<file path="src/design/qalu_pkg.sv">
// Package for the quaternion ALU: function codes, default widths and the front queue depth.
// No dependencies.
package qalu_pkg;
  localparam int unsigned FracBitsDef  = 14;
  localparam int unsigned CompWidthDef = 16;
  localparam int unsigned QDepth       = 2;

  typedef enum logic [1:0] {
    FUNC_MUL  = 2'd0,
    FUNC_NORM = 2'd1,
    FUNC_INV  = 2'd2,
    FUNC_NONE = 2'd3
  } func_e;
endpackage

</file>
<file path="src/design/qalu_front.sv">
// Front end: accepts items, classifies the operation and holds them in a short queue.
// Depends on qalu_pkg.
module qalu_front #(
  parameter int unsigned CW = 16
) (
  input  logic                  clk_i,
  input  logic                  rst_ni,
  input  logic                  push_i,
  output logic                  full_o,
  input  logic [1:0]            func_i,
  input  logic [8*CW-1:0]       ops_i,
  output logic                  vld_o,
  input  logic                  rdy_i,
  output qalu_pkg::func_e       func_o,
  output logic [8*CW-1:0]       ops_o
);
  import qalu_pkg::*;
  localparam int unsigned PW = 8*CW + 2;
  logic [PW-1:0] mem_q [QDepth];
  logic [1:0] cnt_q, cnt_d;
  logic       wp_q, rp_q;
  logic       wr, rd;

  assign full_o = (cnt_q == 2'(QDepth));
  assign vld_o  = (cnt_q != 2'd0);
  assign wr     = push_i && !full_o;
  assign rd     = vld_o && rdy_i;
  assign cnt_d  = cnt_q + {1'b0, wr} - {1'b0, rd};
  assign func_o = func_e'(mem_q[rp_q][PW-1 -: 2]);
  assign ops_o  = mem_q[rp_q][8*CW-1:0];

  always_ff @(posedge clk_i) begin
    if (wr) mem_q[wp_q] <= {func_i, ops_i};
  end

  always_ff @(posedge clk_i or negedge rst_ni) begin
    if (!rst_ni) begin
      cnt_q <= '0;
      wp_q  <= 1'b0;
      rp_q  <= 1'b0;
    end else begin
      cnt_q <= cnt_d;
      if (wr) wp_q <= ~wp_q;
      if (rd) rp_q <= ~rp_q;
    end
  end
endmodule

</file>
<file path="config.mk">
export PLATFORM = sky130hd
export DESIGN_NAME = qalu_front
export DESIGN_NICKNAME = d
export VERILOG_FILES = /design/src/design/qalu_pkg.sv /design/src/design/qalu_front.sv
export SDC_FILE = /design/constraint.sdc
export NUM_CORES = 1
export LEC_CHECK = 0
export ABC_AREA = 0
export BUFFER_PORTS_ARGS = -buffer_cell sky130_fd_sc_hd__buf_2
export CORE_UTILIZATION = 48
export CTS_CLUSTER_SIZE = 14
export DETAILED_ROUTE_END_ITERATION = 8
export PLACE_DENSITY = 0.75
export SYNTH_ARGS = -nofsm -noshare
export SYNTH_HDL_FRONTEND = slang
export SYNTH_SLANG_ARGS = --single-unit
</file>
<file path="constraint.sdc">
create_clock -name clk_i -period 8.9 [get_ports clk_i]
set_input_delay 1.335 -clock clk_i [delete_from_list [all_inputs] [get_ports clk_i]]
set_output_delay 1.335 -clock clk_i [all_outputs]
set_load 0.02 [all_outputs]
</file>
# Yosys cells after proc, flatten, opt, wreduce, memory -nomap -nowiden
# Memories as Yosys holds them, arrays and structs flattened.
# Cells that the tools add are included.
[word_totals]
regBits = 4
output_inout_bits = 132
wordCells = 15
mem_count = 1
ram_bits = 260
inputBits = 134
[classes]
bitwise = 2
reduce_logical = 4
n_eq_ne = 1
n_mux = 2
addsub = 2
[memory_table]
columns = ["name", "words", "width", "read_ports", "rd_clocked_by_memory_dff", "wr", "line", "source"]
rows = [
  ["mem_q", 2, 130, 1, 0, 1, "qalu_front.sv:19", "logic [PW-1:0] mem_q [QDepth];"],
]
[op_table]
columns = ["operator", "n"]
rows = [
  ["$add 2x1->2", 1],
  ["$eq 2x2->1 const B", 1],
  ["$logic_and 1x1->1", 2],
  ["$mux 1", 2],
  ["$not 1->1", 2],
  ["$reduce_bool 2->1", 1],
  ["$sub 2x1->2", 1],
  ["$logic_not 1->1", 1],
]

# Logic depth before layout (Yosys ltp)
# Gate-level depths: netlist of run 1.
[logic_depth]
word_depth = 5
ltp_mapped = 7

# Worst setup path after synthesis of run 1
# OpenSTA, ideal clock, no wires.
[synth_timing]
path_type = "in2reg"
start = "input port push_i"
end = "memory mem_q[0][0] in the netlist's numbering (enable)"
path_stages = 2
setup_time_ns = 0.621
path_slack_ns = 1.450
t_arrival_ns = 6.830
path_cell_list = "nand2_1 > nor2_1"
[synth_via]
elab_chain_len = 3
[synth_rtl]
columns = ["element", "line", "source"]
rows = [
  ["start: declaration", "qalu_front.sv:8", "input logic push_i,"],
  ["$logic_and 1x1->1", "qalu_front.sv:26", "assign wr = push_i && !full_o;"],
  ["$mux 1", "qalu_front.sv:33", "if (wr) mem_q[wp_q] <= {func_i, ops_i};"],
  ["$mux 1 (not written as such)", "qalu_front.sv:33", ""],
  ["end: declaration", "qalu_front.sv:19", ""],
]
# Every way passes these cells.

# Worst setup path after layout of run 1
[layout_timing]
start = "register rp_q"
end = "output port func_o[1]"
[layout_via]
elab_chain_len = 1
[layout_rtl]
columns = ["element", "line", "source"]
rows = [
  ["start: declaration", "qalu_front.sv:21", "logic wp_q, rp_q;"],
  ["start signal: assignment", "qalu_front.sv:44", "if (rd) rp_q <= ~rp_q;"],
  ["$mem_v2 2x130", "n/a", ""],
  ["end: declaration", "qalu_front.sv:14", "output qalu_pkg::func_e func_o,"],
]
# Every way passes these cells.

==> results.md, run 1 <==
* Status: completed
* Synthesized Nets at 559
* CTS tree: done
* Post-layout nets at 844
* Residual DRC at 0
* Deepest clock path buffer count at 3
* Routed Antenna Nets at 0
* Clock H-tree levels at 1
* Skew-Pair Late Insertion Delay at 0.53 ns
* Detailed Routing Iterations Pass 1 at 4
* Syn Area/Cell at 23.5 µm²
* Largest net degree at the start of global routing at 84
* Hold buffers post-CTS at 0
* Worst path required time at 7.57 ns
* Post-Route Setup TNS at 0 ns
* Max Cap Violations at 0
* WL final at 17300 µm
* Ys Warns at 0
* CTS sink count at 264
* Layout cells sized above 1 at 0.607
* Routability congestion estimate at 0.749
* Starting density of the core at 0.491
* First-pass GRT wire length at 26900 µm
* Fillers at 1487
* GR Util All Layers at 0.161
* Post-CTS Setup Bufs at 0
* Cell count after synthesis at 423
* Cell Pwr Density at 348 nW/µm²
* CP max FO at 55
* Die Ht at 146 µm
* Core Region at 20300 µm²
* Leakage at 0.00489 µW
* Clock transition at path regs at 0.05 ns
* Cell Area, Synth at 9960 µm²
* Total power at 4300 µW
* IR Drop Worst-Case VDD at 0.234 mV
* Final Skew at 0.0193 ns
* Vias in the first global route at 5205
* Arrival time of the worst setup path at 2.74 ns
* CP top delay family: buffers and inverters
* Initial antenna violation count at 2
* Total gr overflow at 0
* Via count at 4901
* CP startpoint kind: register
* Worst Tran Pin Value at 1.11 ns
* I/O Buffers at 265
* CP endpoint kind: output pin
* HPWL after DPL at 11500 µm
* Hold Vio Cnt, Final at 0
* RSZ-0062 raised after global routing: false
* Tcrit/Tclk final at 0.458
* Clk root buf: clkbuf_16
* Post-CTS Resized at 0
* Max-slew violations at 0
* Fmax achieved at 0.245 GHz
* Sequential cell area fraction in the yosys report at 0.794
* Critical Path Max Stage Delay at 0.84 ns
* CP Cell Sequence: buf_4 -> mux2_2 -> buf_2
* Via density at 4.91
* Crit Path Class: register to output pin
* Die area at 21300 µm²
* Place WS at 5.27 ns
* Relative slew slack at 0.262
* Ports at 266
* Iter 0 DRT Violations at 204
* Synthesis-stage register bit count at 264
* Final WS setup at 4.82 ns
* Final count of negative-setup-slack endpoints at 0
* CTS Buf Count at 28
* Min Tclk post-route at 4.08 ns
* Row cnt at 52
* DR WL/cell at 17.3 µm
* Library cells used by synthesis at 17
* Bufs and invs on worst path at 2
* Die width at 146 µm
* Hold crit path type: register to register
* Area Overhead vs Synth at 24.3%
* Critical path's slowest cell: buf_4
[worst register-to-register path, stage by stage (launching register included)]
cell,delay (ns)
dfrtp_1,0.40
nand2b_1,0.14
nand2_1,0.17
nor2_4,0.11
buf_4,0.53
buf_4,0.93
[path summary, 6_finish.rpt]
path	startpoint	to	slack, ns	depth (start not counted)
max in group asynchronous	rst_ni	rp_q	8.15	1
max	rp_q	func_o[1]	4.82	3
min in group asynchronous	rst_ni	cnt_q[1]	0.61	1
min reg2reg	cnt_q[0]	cnt_q[0]	0.52	1
max reg2reg	cnt_q[1]	mem_q[0][70]	6.16	5
min	cnt_q[0]	cnt_q[0]	0.52	1
[cells in the mapped netlist]
master / count / area share
edfxtp_1: 260 / 0.78
mux2_4: 90 / 0.14
mux2_2: 40 / 0.045
buf_6: 10 / 0.011
buf_2: 4 / 0.0020
dfrtp_1: 4 / 0.010
xnor2_1: 3 / 0.0026
ha_1: 2 / 0.0025
inv_1: 2 / 0.00075
and2_1: 1 / 0.00063
and3_1: 1 / 0.00063
buf_8: 1 / 0.0015
nand2_1: 1 / 0.00038
nand2b_1: 1 / 0.00063
nor2_1: 1 / 0.00038
or2_2: 1 / 0.00063
xor2_1: 1 / 0.00088
[routing by layer]
metal  global-route usage  routed length, µm
met1                0.188               6680
met2                0.284               8660
met3               0.0534               1500
met4               0.0458                401
met5                    0                 13
[power breakdown]
part / internal (µW) / switching, µW / leakage, µW
clock network: 620 / 427 / 0.000415
logic: 625 / 828 / 0.00202
registers: 1710 / 94.9 / 0.00246
[cell type report]
class,count,area [µm²],share of cell area
Antenna cell,1,2.50,0.000202
Clock buffer,36,752,0.0608
Clock inverter,13,91.3,0.00738
Inverter,2,7.51,0.000607
Multi-Input combinational cell,142,1910,0.154
Sequential cell,264,7910,0.639
Tap cell,270,338,0.0273
Timing Repair Buffer,270,1360,0.110
[cells by family (layout without fill, tap and decap cells)]
group                      count (synthesis)  in the layout  synth area share
xor gates and xnor gates                   4              4           0.00352
adders and majority gates                  2              2           0.00251
buffers and inverters                     17            321            0.0156
DFF                                      264            264             0.794
muxes                                    130            130             0.181
other                                      0              1                 0
and+or+nand+nor                            6              6           0.00327
[layout by cell type, fill, tap and decap left out, drive strengths merged]
cell    instances
bufinv          1
dfrtp           4
nor2            1
nand2           1
edfxtp        260
clkinv         12
mux2          130
xnor2           3
or2             1
inv             2
buf           270
ha              2
clkbuf         36
xor2            1
diode           1
and3            1
and2            1
nand2b          1
[state kept, by name, summed over array words and instances, names as in the netlist]
register	flops
wp_q	1
mem_q	260
rp_q	1
cnt_q	2
[metrics by stage]
step / utilization / cells / area, µm² / hold WS, ns
6_report: 0.610 / 998 / 12400 / 0.516
5_1_grt: 0.609 / 997 / 12400 / 0.560
4_1_cts: 0.609 / 997 / 12400 / 0.522
3_5_place_dp: 0.568 / 948 / 11500 / 0.509
3_3_place_gp: 0.568 / 948 / 11500 / 0.497
2_1_floorplan: - / 423 / 9960 / 0.461
Note: power is estimated with default switching activity, not from simulation.
==> run 2, diff against run 1 <==
- CORE_UTILIZATION: 48 -> 47
- PLACE_DENSITY: 0.75 -> 0.76
- clock period: 8.9 -> 3.5 ns (I/O delays scaled with it)
==> run 2 against run 1 <==
Worst setup slack got worse by 4.0 ns. Critical endpoint is now func_o[0]. Sequential share of layout area shrank 0.33 points. Largest power group unchanged. First-iteration DRC count shrank 24%. Clock power increased to 2.6 times the previous value.
==> results.md, run 2 (synthesis results as in run 1) <==
* Status: completed
* Ports at 266 (unchanged)
* Largest net degree at the start of global routing at 91 (+8.3%)
* Post-Route Utilization at 0.607 (-0.00269)
* Crit Path Class: register to output pin
* Most frequent cells in the layout: buf_2, edfxtp_1, mux2_4, mux2_2, clkbuf_16
* Leakage at 0.00491 µW (+0.41%)
* Post-layout nets at 846 (+0.24%)
* CP max FO at 52 (-5.5%)
* Clk root buf: clkbuf_16
* Largest regs: mem_q x260, cnt_q x2
* Worst Tran Pin Value at 0.802 ns (-0.305 ns)
* Iter 0 DRT Violations at 156 (-24%)
* Max Cap Violations at 0 (unchanged)
* Post-CTS Setup Bufs at 0 (unchanged)
* Starting density of the core at 0.486 (-0.00467)
* Routed Antenna Nets at 0 (unchanged)
* Skew-Pair Late Insertion Delay at 0.51 ns (-0.02 ns)
* Residual DRC at 0 (unchanged)
* CP startpoint kind: register
* Row cnt at 52 (unchanged)
* IR Drop Worst-Case VDD at 0.691 mV (+200%)
* HPWL after DPL at 12000 µm (+3.8%)
* CP endpoint kind: output pin
* Layout cells sized above 1 at 0.608 (+0.00162)
* CTS tree: done
* CP top delay family: buffers and inverters
* Via density at 4.91 (about the same)
* CTS sink count at 264 (unchanged)
* WL final at 17900 µm (+3.7%)
* Deepest clock path buffer count at 3 (unchanged)
* RSZ-0062 raised after global routing: false
* Vias in the first global route at 5219 (+0.27%)
* Cell Pwr Density at 887 nW/µm² (+160%)
* Bufs and invs on worst path at 2 (unchanged)
* Routability congestion estimate at 0.713 (-4.8%)
* CP Cell Sequence: buf_4 -> mux2_2 -> buf_2
* I/O Buffers at 265 (unchanged)
* Most common cell after layout, fill and taps aside: buf_2
* Via count at 4919 (+0.37%)
* Core Region at 20500 µm² (+0.96%)
* Min Tclk post-route at 2.69 ns
* Die Ht at 148 µm (+1.0%)
* Fmax achieved at 0.371 GHz
* Post-Route Setup TNS at 0 ns (unchanged)
* Clock transition at path regs at 0.06 ns (about the same)
* CTS Buf Count at 27 (-3.6%)
* Final count of negative-setup-slack endpoints at 0 (unchanged)
* First-pass GRT wire length at 26900 µm (+0.23%)
* Worst path required time at 2.97 ns (-4.60 ns)
* Die width at 148 µm (+1.0%)
* DR WL/cell at 17.9 µm (+3.4%)
* Critical Path Max Stage Delay at 0.63 ns (-0.21 ns)
* Die area at 21800 µm² (+2.1%)
* Detailed Routing Iterations Pass 1 at 5 (+1)
* GR Util All Layers at 0.160 (-0.00156)
* Tcrit/Tclk final at 0.769
* Initial antenna violation count at 2 (unchanged)
* Clock H-tree levels at 1 (unchanged)
* Final Skew at 0.00548 ns (-0.0138 ns)
* Relative slew slack at 0.465 (+0.203)
* Critical path's slowest cell: buf_4
* Flip-flop count of the largest register after layout at 260 (unchanged)
* Area Overhead vs Synth at 24.9%
* Max-slew violations at 0 (unchanged)
* Total gr overflow at 0 (unchanged)
* Hold Vio Cnt, Final at 0 (unchanged)
* Arrival time of the worst setup path at 2.17 ns (-0.57 ns)
* Hold crit path type: input pin to register
* Most flop-heavy register: mem_q
-- run 2: layout make-up --
type,count,area [µm²]
Antenna cell,1,2.50
Clock buffer,37,733
Clock inverter,12,111
Fill cell,1487,8060
Inverter,2,7.51
Multi-Input combinational cell,142,1910
Sequential cell,264,7910
Tap cell,270,338
Timing Repair Buffer,273,1430
-- run 2: per-stage QoR --
stage	setup slack (ns)	area, µm²	instances	hold WS [ns]	power [µW]
floorplan	0.503	9970	423	0.229	7420
global placement	1.39	11600	950	0.330	8340
detailed placement	1.32	11600	950	0.338	8450
CTS	0.769	12400	1000	0.178	11200
global route	0.731	12400	1001	0.178	11500
finish	0.807	12400	1001	0.201	11000
-- run 2: layer usage --
layer / vias to the layer above / part of all wire / track usage
li1: 2253 / - / -
met1: 2411 / 0.40 / 0.196
met2: 222 / 0.49 / 0.278
met3: 31 / 0.088 / 0.0423
met4: 2 / 0.020 / 0.0454
met5: - / 0.00056 / 0
-- run 2: worst register-to-register path: stages (launching register included) --
cell and delay (ns):
dfrtp_1 0.40, nand2b_1 0.13, and3_4 0.63, buf_4 0.45
-- run 2: final timing paths --
check / from / endpoint / slack [ns] / cells after the start
setup / recovery: rp_q / func_o[0] / 0.81 / 3
hold / removal: ops_i[20] / mem_q[0][20] / 0.20 / 1
setup reg to reg: cnt_q[1] / mem_q[1][51] / 1.56 / 3
hold reg to reg: cnt_q[0] / cnt_q[0] / 0.53 / 1
max in group asynchronous: rst_ni / rp_q / 3.01 / 2
min in group asynchronous: rst_ni / rp_q / 0.35 / 2
-- run 2: power by group --
part / internal, µW / switching (µW)
clock: 1610 / 1090
combinational: 1630 / 2210
sequential: 4330 / 174
-- run 2: what timing repair did --
item                                   4_1_cts  5_1_grt
hold buffers                                 1        0
resized for setup                            0        0
endpoints found under the hold margin        4        0
